<file path="src/hdl/rrfc_pkg.sv">
// ----------------------------------------------------------------------------
// rrfc_pkg
// Types, constants and the CRC-16/MODBUS byte update for the RTU reply
// frame checker.
// ----------------------------------------------------------------------------
package rrfc_pkg;

  localparam int unsigned BUFFER_WRAP = 255;

  localparam int unsigned CFG_IDX_W  = 1;
  localparam int unsigned CFG_DATA_W = 8;

  localparam logic [CFG_IDX_W-1:0] CFG_SLAVE_ADDRESS     = 1'd0;
  localparam logic [CFG_IDX_W-1:0] CFG_EXPECTED_FUNCTION = 1'd1;

  localparam logic [7:0] SLAVE_ADDRESS_RST     = 8'd1;
  localparam logic [6:0] EXPECTED_FUNCTION_RST = 7'd3;

  localparam logic [15:0] CRC_INIT = 16'hFFFF;
  localparam logic [15:0] CRC_POLY = 16'hA001;

  localparam logic [7:0] MIN_FRAME_LEN = 8'd4;
  localparam logic [7:0] REG_HDR_LEN   = 8'd5;

  localparam logic [2:0] ST_SUCCESS   = 3'd0;
  localparam logic [2:0] ST_BAD_CRC   = 3'd1;
  localparam logic [2:0] ST_BAD_SLAVE = 3'd2;
  localparam logic [2:0] ST_BAD_FUNC  = 3'd3;
  localparam logic [2:0] ST_EXCEPTION = 3'd4;

  typedef struct packed {
    logic [7:0] rx_byte;
    logic       frame_end;
  } rrfc_in_t;

  typedef struct packed {
    logic [2:0] status;
    logic [7:0] exception_code;
    logic [7:0] frame_length;
    logic [6:0] register_count;
  } rrfc_out_t;

  function automatic logic [15:0] crc16_byte(input logic [15:0] crc_in,
                                             input logic [7:0]  data);
    logic [15:0] c;
    c = crc_in ^ {8'h00, data};
    for (int i = 0; i < 8; i++) begin
      if (c[0]) begin
        c = (c >> 1) ^ CRC_POLY;
      end else begin
        c = c >> 1;
      end
    end
    return c;
  endfunction

endpackage

</file>
<file path="src/hdl/rtu_response_frame_checker_top.sv">
// A frame-end beat's verdict is registered into the result stage (out_valid_r, out_data_r) when the beat is accepted.
// One beat per cycle while in_ready is high; the byte-wide CRC update and header checks are combinational.
// in_ready drops only while a verdict is held and out_ready is low.
// Reset (rst_n, synchronous, active low): frame state restarts, registers
// return to slave address 1 and function 3, the result stage empties.
// ----------------------------------------------------------------------------
// rtu_response_frame_checker_top
// Checks Modbus RTU reply frames byte by byte: running CRC-16, byte count,
// header capture and one registered verdict per frame.
// ----------------------------------------------------------------------------
module rtu_response_frame_checker_top
  import rrfc_pkg::*;
(
  input  logic                  clk,
  input  logic                  rst_n,
  input  logic                  in_valid,
  output logic                  in_ready,
  input  rrfc_in_t              in_data,
  output logic                  out_valid,
  input  logic                  out_ready,
  output rrfc_out_t             out_data,
  input  logic                  cfg_wr_en,
  input  logic [CFG_IDX_W-1:0]  cfg_index,
  input  logic [CFG_DATA_W-1:0] cfg_wdata
);

  logic [7:0]  slave_addr_r;
  logic [6:0]  exp_func_r;

  logic [7:0]  cnt_r, cnt_nxt;
  logic [15:0] crc_r, crc_nxt;
  logic [7:0]  addr_r, addr_nxt;
  logic [7:0]  func_r, func_nxt;
  logic [7:0]  third_r, third_nxt;

  logic        out_valid_r;
  rrfc_out_t   out_data_r, res_nxt;

  logic        in_fire;
  logic        wrap;
  logic [7:0]  base_cnt;
  logic [15:0] base_crc;
  logic [7:0]  len;
  logic [7:0]  len_m5;

  assign in_ready  = !out_valid_r || out_ready;
  assign in_fire   = in_valid && in_ready;
  assign out_valid = out_valid_r;
  assign out_data  = out_data_r;

  always_comb begin
    wrap     = (cnt_r >= 8'(BUFFER_WRAP));
    base_cnt = wrap ? 8'd0 : cnt_r;
    base_crc = wrap ? CRC_INIT : crc_r;
    addr_nxt  = wrap ? 8'd0 : addr_r;
    func_nxt  = wrap ? 8'd0 : func_r;
    third_nxt = wrap ? 8'd0 : third_r;
    case (base_cnt)
      8'd0:    addr_nxt  = in_data.rx_byte;
      8'd1:    func_nxt  = in_data.rx_byte;
      8'd2:    third_nxt = in_data.rx_byte;
      default: ;
    endcase
    crc_nxt = crc16_byte(base_crc, in_data.rx_byte);
    len     = base_cnt + 8'd1;
    cnt_nxt = len;
    len_m5  = len - REG_HDR_LEN;

    res_nxt = '0;
    res_nxt.frame_length   = len;
    res_nxt.register_count = (len >= REG_HDR_LEN) ? len_m5[7:1] : 7'd0;
    if ((len < MIN_FRAME_LEN) || (crc_nxt != 16'd0)) begin
      res_nxt.status = ST_BAD_CRC;
    end else if (addr_nxt != slave_addr_r) begin
      res_nxt.status = ST_BAD_SLAVE;
    end else if (func_nxt[6:0] != exp_func_r) begin
      res_nxt.status = ST_BAD_FUNC;
    end else if (func_nxt[7]) begin
      res_nxt.status         = ST_EXCEPTION;
      res_nxt.exception_code = third_nxt;
    end else begin
      res_nxt.status = ST_SUCCESS;
    end
  end

  always_ff @(posedge clk) begin
    if (!rst_n) begin
      slave_addr_r <= SLAVE_ADDRESS_RST;
      exp_func_r   <= EXPECTED_FUNCTION_RST;
    end else if (cfg_wr_en) begin
      unique case (cfg_index)
        CFG_SLAVE_ADDRESS:     slave_addr_r <= cfg_wdata;
        CFG_EXPECTED_FUNCTION: exp_func_r   <= cfg_wdata[6:0];
        default: ;
      endcase
    end
  end

  always_ff @(posedge clk) begin
    if (!rst_n) begin
      cnt_r   <= '0;
      crc_r   <= CRC_INIT;
      addr_r  <= '0;
      func_r  <= '0;
      third_r <= '0;
    end else if (in_fire) begin
      if (in_data.frame_end) begin
        cnt_r   <= '0;
        crc_r   <= CRC_INIT;
        addr_r  <= '0;
        func_r  <= '0;
        third_r <= '0;
      end else begin
        cnt_r   <= cnt_nxt;
        crc_r   <= crc_nxt;
        addr_r  <= addr_nxt;
        func_r  <= func_nxt;
        third_r <= third_nxt;
      end
    end
  end

  always_ff @(posedge clk) begin
    if (!rst_n) begin
      out_valid_r <= 1'b0;
    end else if (in_fire && in_data.frame_end) begin
      out_valid_r <= 1'b1;
    end else if (out_ready) begin
      out_valid_r <= 1'b0;
    end
  end

  always_ff @(posedge clk) begin
    if (in_fire && in_data.frame_end) begin
      out_data_r <= res_nxt;
    end
  end

endmodule

</file>
<file path="config.mk">
export PLATFORM = sky130hd
export DESIGN_NAME = rtu_response_frame_checker_top
export DESIGN_NICKNAME = d
export VERILOG_FILES = /design/src/hdl/rrfc_pkg.sv /design/src/hdl/rtu_response_frame_checker_top.sv
export SDC_FILE = /design/constraint.sdc
export NUM_CORES = 1
export LEC_CHECK = 0
export ABC_AREA = 1
export BUFFER_PORTS_ARGS = -buffer_cell sky130_fd_sc_hd__buf_2
export CORE_MARGIN = 5
export CORE_UTILIZATION = 55
export CTS_BUF_LIST = sky130_fd_sc_hd__clkbuf_4 sky130_fd_sc_hd__clkbuf_8
export DETAILED_ROUTE_END_ITERATION = 10
export GPL_TIMING_DRIVEN = 0
export HOLD_SLACK_MARGIN = 0.15
export PLACE_DENSITY_LB_ADDON = 0.2
export SLEW_MARGIN = 0
export SYNTH_ARGS = -nofsm -noshare
export SYNTH_HDL_FRONTEND = slang
export SYNTH_SLANG_ARGS = --single-unit
</file>
<file path="constraint.sdc">
create_clock -name clk -period 6.1 [get_ports clk]
set_clock_uncertainty 0.15 [all_clocks]
set_input_delay 0.305 -clock clk [delete_from_list [all_inputs] [get_ports clk]]
set_output_delay 0.305 -clock clk [all_outputs]
set_load 0.02 [all_outputs]
</file>
After elaboration in Yosys (flattened, before gate mapping)
Cells that the tools add are included.
- register bits: 90
- latch bits: 0
- bits in writable memories: 0
- ROM bits: 0
- output and inout bits: 28
- word-level logic and storage cells: 71
- memories: 0
- add/sub/neg operators: 2
- multiply operators: 0
- div/mod/pow operators: 0
- magnitude comparators: 3
- eq/ne operators: 4
- shift-type cells: 0
- muxes and demuxes: 26
- bitwise logic cells: 11
- reduce and logical (&&, ||, !) cells: 12
- operators by type and width (cell ; number):
    $mux W16 ; 10
    $mux W8 ; 11
    $not A2 Y3 ; 8
    $reduce_bool A16 Y1 ; 1
    $xor A16 B8 Y16 ; 1
    $add A8 B1 Y8 const B ; 1
    $eq A8 B1 Y1 const B ; 1
    $eq A8 B2 Y1 const B ; 1
    $ge A8 B3 Y1 const B ; 1
    $ge A8 B8 Y1 const B ; 1
    $logic_not A8 Y1 ; 1
    $lt A8 B3 Y1 const B ; 1
    $ne A8 B8 Y1 ; 1
    $sub A8 B3 Y8 const B ; 1
    $ne A7 B7 Y1 ; 1
    $mux W2 ; 2
    $reduce_and A2 Y1 ; 2
    $reduce_or A4 Y1 ; 1
    $mux W3 ; 1
    $reduce_or A3 Y1 ; 1
    $logic_and A1 B1 Y1 ; 2
    $logic_or A1 B1 Y1 ; 2
    $mux W1 ; 2
    $not A1 Y1 ; 2
    other kinds (2) ; 2

Longest topological paths before layout
Gate-level depths: netlist of the first run.
- depth in word-level cells: 22
- depth in mapped cells: 27
- gate-level depth less buffers: 26

Worst setup path after synthesis of the first run
OpenSTA, ideal clock, no wires.
- path type: register to register
- start point: reg cnt_r[1]
- end point: reg out_data_r, in the netlist out_data[15] (data pin)
- setup time: 139 ps
- arrival: 3012 ps
- path slack: 2799 ps
- cell stages (with the launch flop): 28
- path buffers: 1
- cell sequence: dfxtp_1 -> ha_1 -> inv_1 -> nor2_1 -> nand2_2 -> buf_6 -> nand2_1 -> nand2_1 -> nand2_1 -> nand2_1 -> nand2_1 -> nand2_1 -> nand3_1 -> nand2_1 -> xor2_1 -> ha_1 -> inv_1 -> nand2_1 -> nand2_1 -> nor2_1 -> nand3_1 -> nor2_1 -> nand3_1 -> nor2_1 -> nand2_1 -> nor2_1 -> nand2_4 -> nor2_1
- longest elaborated chain between the ends: 16
- elaborated cells between the ends (all ways): 37
- classes of those cells: add/sub: 1; order compare: 2; eq/ne: 4; mux: 16; bitwise: 10; reduce/logical: 4
- RTL lines (item ; line ; text):
    start, declared ; rtu_response_frame_checker_top.sv:30 ; logic [7:0] cnt_r, cnt_nxt;
    start signal, assigned ; rtu_response_frame_checker_top.sv:114 ; cnt_r <= cnt_nxt;
    $ge A8 B8 Y1 ; rtu_response_frame_checker_top.sv:52 ; wrap = (cnt_r >= 8'(BUFFER_WRAP));
    $mux W16 ; rtu_response_frame_checker_top.sv:54 ; base_crc = wrap ? CRC_INIT : crc_r;
    $xor A16 B8 Y16 ; rrfc_pkg.sv:46 ; c = crc_in ^ {8'h00, data};
    $not A2 Y3 (no line) or $mux W16 (tied branches) ; n/a ;
    $mux W16 or $not A2 Y3 (tied branches) (3 in series) ; n/a ;
    $not A2 Y3 (no line) or $mux W16 (tied branches) ; n/a ;
    $mux W16 or $not A2 Y3 (tied branches) (4 in series) ; n/a ;
    $mux W16 ; rrfc_pkg.sv:48 ; if (c[0]) begin
    $reduce_bool A16 Y1 ; rtu_response_frame_checker_top.sv:72 ; if ((len < MIN_FRAME_LEN) || (crc_nxt != 16'd0)) begin
    $logic_or A1 B1 Y1 ; rtu_response_frame_checker_top.sv:72 ;
    $reduce_or A4 Y1 (no line) ; n/a ;
    end signal, assigned ; rtu_response_frame_checker_top.sv:135 ; out_data_r <= res_nxt;
    end, declared ; rtu_response_frame_checker_top.sv:37 ; rrfc_out_t out_data_r, res_nxt;
Several ways; a longest one is shown, not always the timed one.
A chain may end at the register's enable or synchronous reset.

Worst setup path in the final report of the first run
- start point: reg cnt_r[1]
- end point: reg out_data_r, in the netlist out_data[18] (data pin)
The elaborated chain is that of the path after synthesis.

==> run metrics, run 1 <==
drt pass-1 iters 5; Synth Area in Compound Gates 0.110; total grt overflow 0; Post-synth EDFFs 26; FF/Latch Area between 2000 and 2500 um2; Die H about 100 um; Net Sw Power 0.366 mW; Max stage delay on crit path 510 ps; Setup TNS Final 0 ps; setup bufs post-CTS 0; Clock Tree Root clkbuf_8; CP Launch Point cnt_r[1]; GR peak layer met2; Flop pwr share 0.512; largest family of logic cells by synthesized area simple AND/OR/NAND/NOR gates; cell total after placement 868; Synth top cells by count 267 x nand2_1, 87 x inv_1, 64 x dfxtp_1; largest net degree at the start of global routing 24; Worst setup SP type register; CTS sink cnt 90; CTS tree done; Mapped Nets about 740; number of global-route vias before repair 4374; core area roughly 8600 um2; sw frac 0.288; simple-gate share of the synthesized area 0.346; top_reg_cell synth dfxtp_1; number of antenna violations at the first check in global routing 0; HPWL Detailed 9.26 mm; unrepaired setup endpoints after global routing false; FF-to-FF Start cnt_r[1]; Ant. Diodes 0; # port buffers 50; Final setup viols 0; Syn Std Cell Area 4830 um2; DR iter-0 viols around 290; Synth Area in Adders 0.0155; top cell type's share of synthesized area 0.265; met2 usage 0.362; Synth area leaders dfxtp_1 27%, nand2_1 21%, edfxtp_1 16%, inv_1 6.8%, nand3_1 5.6%; Post-Synthesis Cells 709; clk buf depth 2; WL final 12.3 mm; Final period util 0.654; die width 104 um; Gate power share 0.167; Max-cap violations 0; Power Internal 0.905 mW; wire per inst ~14 um; xor/xnor share of the synthesized area 0.00907; Yosys warning total 0; IO Count 51; arrival time at the worst endpoint 4060 ps; row count 34; Post-DRT Antenna Nets 0; Distinct cells, synth 31; mux contribution to synthesized area 0; Leak Pwr 2.62 nW; min Tclk post-route 3990 ps; met3 usage 0.0417; met1 usage 0.305; status complete, no violations; TritonCTS Buffers 9; Max VDD drop 0.115 mV; die area around 11000 um2; DRC violations left 0; H-tree levels 3; post-synthesis async set-or-reset flop share 0; HP Start out_ready; Slowest-stage cell, CP dfxtp_1; Finished Layout Cells 892; critical path class register to register; Synth area leader dfxtp_1; Final Hold Fails 0; worst-path fanout max 10; most common cell in the netlist nand2_1; RePlAce Congestion between 0.9 and 1; Clk Latency, worst-skew pair 360 ps; Final nets 808; Worst-Margin Slew 549 ps; area delta synth->final 14.0%; Crit path top cell by count nand2_1; Slew Viols, Final 0; Clock transition at path regs roughly 90 ps; area occupied by multi-input gates 2320 um2; CP Capture Type register; mean post-synth cell area 6.81 um2; worst hold path class primary input to register; Pwr per Cell Area about 230 nW/um2; first-pass GRT wire length 20.5 mm; f_max 251 MHz; Slew headroom 0.634; Fillers between 800 and 900; WP data required 6170 ps; initial core utilization 0.559; Vias/cell 5.24; clock power share 0.321; Seq cells post-synth 90; aggregate global-route resource usage 0.229; layout cell share with drive strength beyond 1 0.119; post-synthesis sequential area ratio 0.427; DR vias 4678
## worst paths after layout
kind	to	slack, ps	cells past startpoint
worst min-delay path	out_valid	150	6
worst max register to register	out_data[18]	2110	27
worst max-delay path	out_data[18]	2110	27
worst min register to register	addr_r[3]	320	2
## worst max-delay path, delay by kind of cell (launching register included)
| family | cells | cell delay, ps |
|---|---|---|
| simple gates | 21 | 2130 |
| flops | 1 | 510 |
| buf+inv | 3 | 320 |
| fa+ha+maj | 2 | 570 |
| xor+xnor | 1 | 160 |
## power groups by stage
stage	clock (mW)	sequential (mW)	combinational (mW)
global placement	0	0.665	0.199
finish	0.407	0.652	0.212
floorplan	0	0.672	0.137
global route	0.432	0.655	0.239
detailed placement	0	0.665	0.204
CTS	0.408	0.651	0.210
## final cells by class
| class | count | area share |
|---|---|---|
| plain buffers | 22 | 0.0200 |
| multi-input cells | 507 | 0.422 |
| flip-flops and latches | 90 | 0.374 |
| clock inverters | 5 | 0.0100 |
| clock buffers | 11 | 0.0252 |
| repair buffers | 59 | 0.0627 |
| inverters | 90 | 0.0613 |
| well taps | 108 | 0.0245 |
## cells by family after synthesis
| group | after synthesis |
|---|---|
| adders and majority gates | 6 |
| xor gates and xnor gates | 5 |
| DFF | 90 |
| buffers and inverters | 112 |
| AOI/OAI and AO/OA | 100 |
| and+or+nand+nor | 396 |
## sequential cells by signal, summed over array words and instances (netlist names)
signal        cells
addr_r            8
cnt_r             8
crc_r            16
exp_func_r        7
func_r            8
out_data         26
out_valid         1
slave_addr_r      8
third_r           8
## placed cells by master (no fill, tap or decap), types with 5 or more instances in the layout
cell type      Yosys  final
o211ai_1           8      8
inv_1             87     87
nand2_2            7      7
edfxtp_1          26     26
nand3b_1           6      6
xor2_1             5      5
dfxtp_1           64     64
nand2_1          267    267
a21oi_1           47     47
nor2_2             5      6
nor2_1            45     44
dlygate4sd3_1      0      8
o21ai_0           38     38
clkbuf_8           0      9
nand3_1           54     54
clkbuf_1          16     16
buf_2              1     51
ha_1               6      6
## per-layer routing
| layer | share of wire | up-vias |
|---|---|---|
| met5 | 0 | - |
| met4 | 0.032 | 0 |
| met3 | 0.079 | 31 |
| met2 | 0.45 | 178 |
| met1 | 0.44 | 2073 |
| li1 | - | 2396 |
## metrics by stage
step / setup WS (ps) / hold slack [ps] / area (um2) / power, mW / util
3_3_place_gp: 2320 / 302 / 5220 / 0.864 / 0.604
3_5_place_dp: 2240 / 307 / 5230 / 0.869 / 0.606
4_1_cts: 2170 / 151 / 5510 / 1.27 / 0.638
6_report: 2110 / 152 / 5510 / 1.27 / 0.638
5_1_grt: 1720 / 182 / 5510 / 1.33 / 0.638
2_1_floorplan: 2800 / 285 / 4830 / 0.809 / -
## timing repair
item / 4_1_cts / 5_1_grt
endpoints found under the hold margin: 14 / 0
hold buffers: 8 / 0
resized for setup: 0 / 0
No activity file was read; power rests on OpenSTA's default activity.
==> run 2: changes to the inputs <==
- clock period: 6.1 -> 3.35 ns (I/O delays scaled with it)
==> run 2 against run 1 <==
The run now ends with setup timing left. Non-clock buffer count is 61 higher. Wire length increased by 33%. Core utilization grew 10 points. Global-route usage up 4.0 points. Cell area rose by 16%. Critical path type unchanged.
==> run metrics, run 2 (synthesized netlist as in run 1, its figures left out) <==
status finished, violations left; failing checks setup timing; total grt overflow 0; f_max between 200 and 300 MHz; R2R depth 26; row count 34; Fillers 624; Hold Slack approximately 150 ps; final worst setup slack -580 ps; Leak Pwr 3.00 nW; Gate power share 0.252; CTS sink cnt 90; DR vias 5465; CTS tree done; Slowest-stage cell, CP dfxtp_4; wire per inst 17.2 um; post-route cell area 6380 um2; max reg flops 26; Pwr per Cell Area 407 nW/um2; DR iter-0 viols ~550; CP Launch Point cnt_r[1]; TritonCTS Buffers 9; WP data required 3440 ps; Clock transition at path regs 90 ps; Slew headroom 0.609; HP Start cfg_wr_en; die area 10800 um2; # port buffers 50; FF-to-FF Start cnt_r[1]; clock power share 0.290; CP Capture Type register; Setup TNS Final -5600 ps; area delta synth->final 32.0%; number of global-route vias before repair 5027; Flop pwr share 0.458; commonest non-fill, non-tap cell in the layout nand2_1; Worst-Margin Slew 586 ps; Clock Tree Root clkbuf_8; IO Count 51; Ant. Diodes 0; fin util 0.738; DRC violations left 0; Max stage delay on crit path approximately 370 ps; Power Internal between 1.5 and 2 mW; clk buf depth 2; Clk Latency, worst-skew pair 370 ps; worst r2r dst out_data[20]; Post-DRT Antenna Nets 0; Hold Path Depth 5; placed instance area 5230 um2; Net Sw Power 0.809 mW; initial core utilization 0.559; area occupied by multi-input gates between 2000 and 3000 um2; number of antenna violations at the first check in global routing 0; sw frac 0.312; aggregate global-route resource usage 0.268; most frequent cells in the layout 220 x nand2_1, 84 x inv_1, 56 x dfxtp_1, 51 x buf_2; Final Hold Fails 0; Final setup viols 12; Vias/cell 5.73; die width 104 um; Slew Viols, Final 0; min Tclk post-route a little under 4000 ps; Final nets 870; Max VDD drop roughly 0.28 mV; largest net degree at the start of global routing 24; critical path class register to register; Final period util 1.17; core area ~8600 um2; H-tree levels 3; Worst Hold End slave_addr_r[3]; first-pass GRT wire length 23.9 mm; FF/Latch Area 2080 um2; Pwr Total 2.60 mW; worst hold path class primary input to register; WL final 16.4 mm; Max-cap violations 0; layout cell share with drive strength beyond 1 0.255; register-to-register setup slack -580 ps; unrepaired setup endpoints after global routing true; arrival time at the worst endpoint ~4000 ps; HPWL Detailed roughly 9.3 mm; worst-path fanout max 10; RePlAce Congestion around 0.91; drt pass-1 iters 8; Worst setup SP type register; Die H ~100 um
-- run 2: worst max path at each step --
stage	end	slack (ps)	depth (start not counted)
finish	out_data[20]	-580	26
CTS	out_data[21]	-100	26
global placement	out_data[21]	-430	27
global route	out_data[20]	-730	26
floorplan	out_data[15]	50	27
detailed placement	out_data[20]	-510	27
-- run 2: area by class of cell --
| cell class | instances | area share |
|---|---|---|
| Buffer | 22 | 0.0192 |
| Clock buffer | 11 | 0.0218 |
| Clock inverter | 5 | 0.00863 |
| Inverter | 90 | 0.0534 |
| Multi-Input combinational cell | 508 | 0.417 |
| Sequential cell | 90 | 0.326 |
| Tap cell | 108 | 0.0212 |
| Timing Repair Buffer | 120 | 0.133 |
-- run 2: metrics by stage --
stage | cells | setup WS (ps)
global placement | 867 | -434
global route | 954 | -732
finish | 954 | -580
CTS | 947 | -102
floorplan | 709 | 48.9
detailed placement | 868 | -514
-- run 2: critical path, delay by kind of cell, from the launching register on --
| kind | cells | cell delay [ps] |
|---|---|---|
| buf+inv | 2 | 210 |
| flops | 1 | 370 |
| simple gates | 21 | 2500 |
| xor+xnor | 1 | 180 |
| fa+ha+maj | 2 | 380 |
-- run 2: timing repair --
action | in CTS | in global routing
endpoints found under the setup margin | 11 | 12
endpoints found under the hold margin | 33 | 0
resized for setup | 43 | 68
gates cloned | 1 | 0
pin swaps | 26 | 30
hold buffers | 24 | 0
setup buffers | 38 | 8
-- run 2: power by group through the flow --
stage | logic, mW | registers, mW | clock network, mW
3_5_place_dp | 0.371 | 1.21 | 0
2_1_floorplan | 0.249 | 1.22 | 0
4_1_cts | 0.523 | 1.18 | 0.742
5_1_grt | 0.690 | 1.19 | 0.801
6_report | 0.654 | 1.19 | 0.754
3_3_place_gp | 0.363 | 1.21 | 0
-- run 2: layer usage --
metal	up-vias	GRT usage	part of all wire
li1	2508	-	-
met1	2408	0.333	0.37
met2	419	0.429	0.45
met3	130	0.0529	0.11
met4	0	0.165	0.078
met5	-	0	0
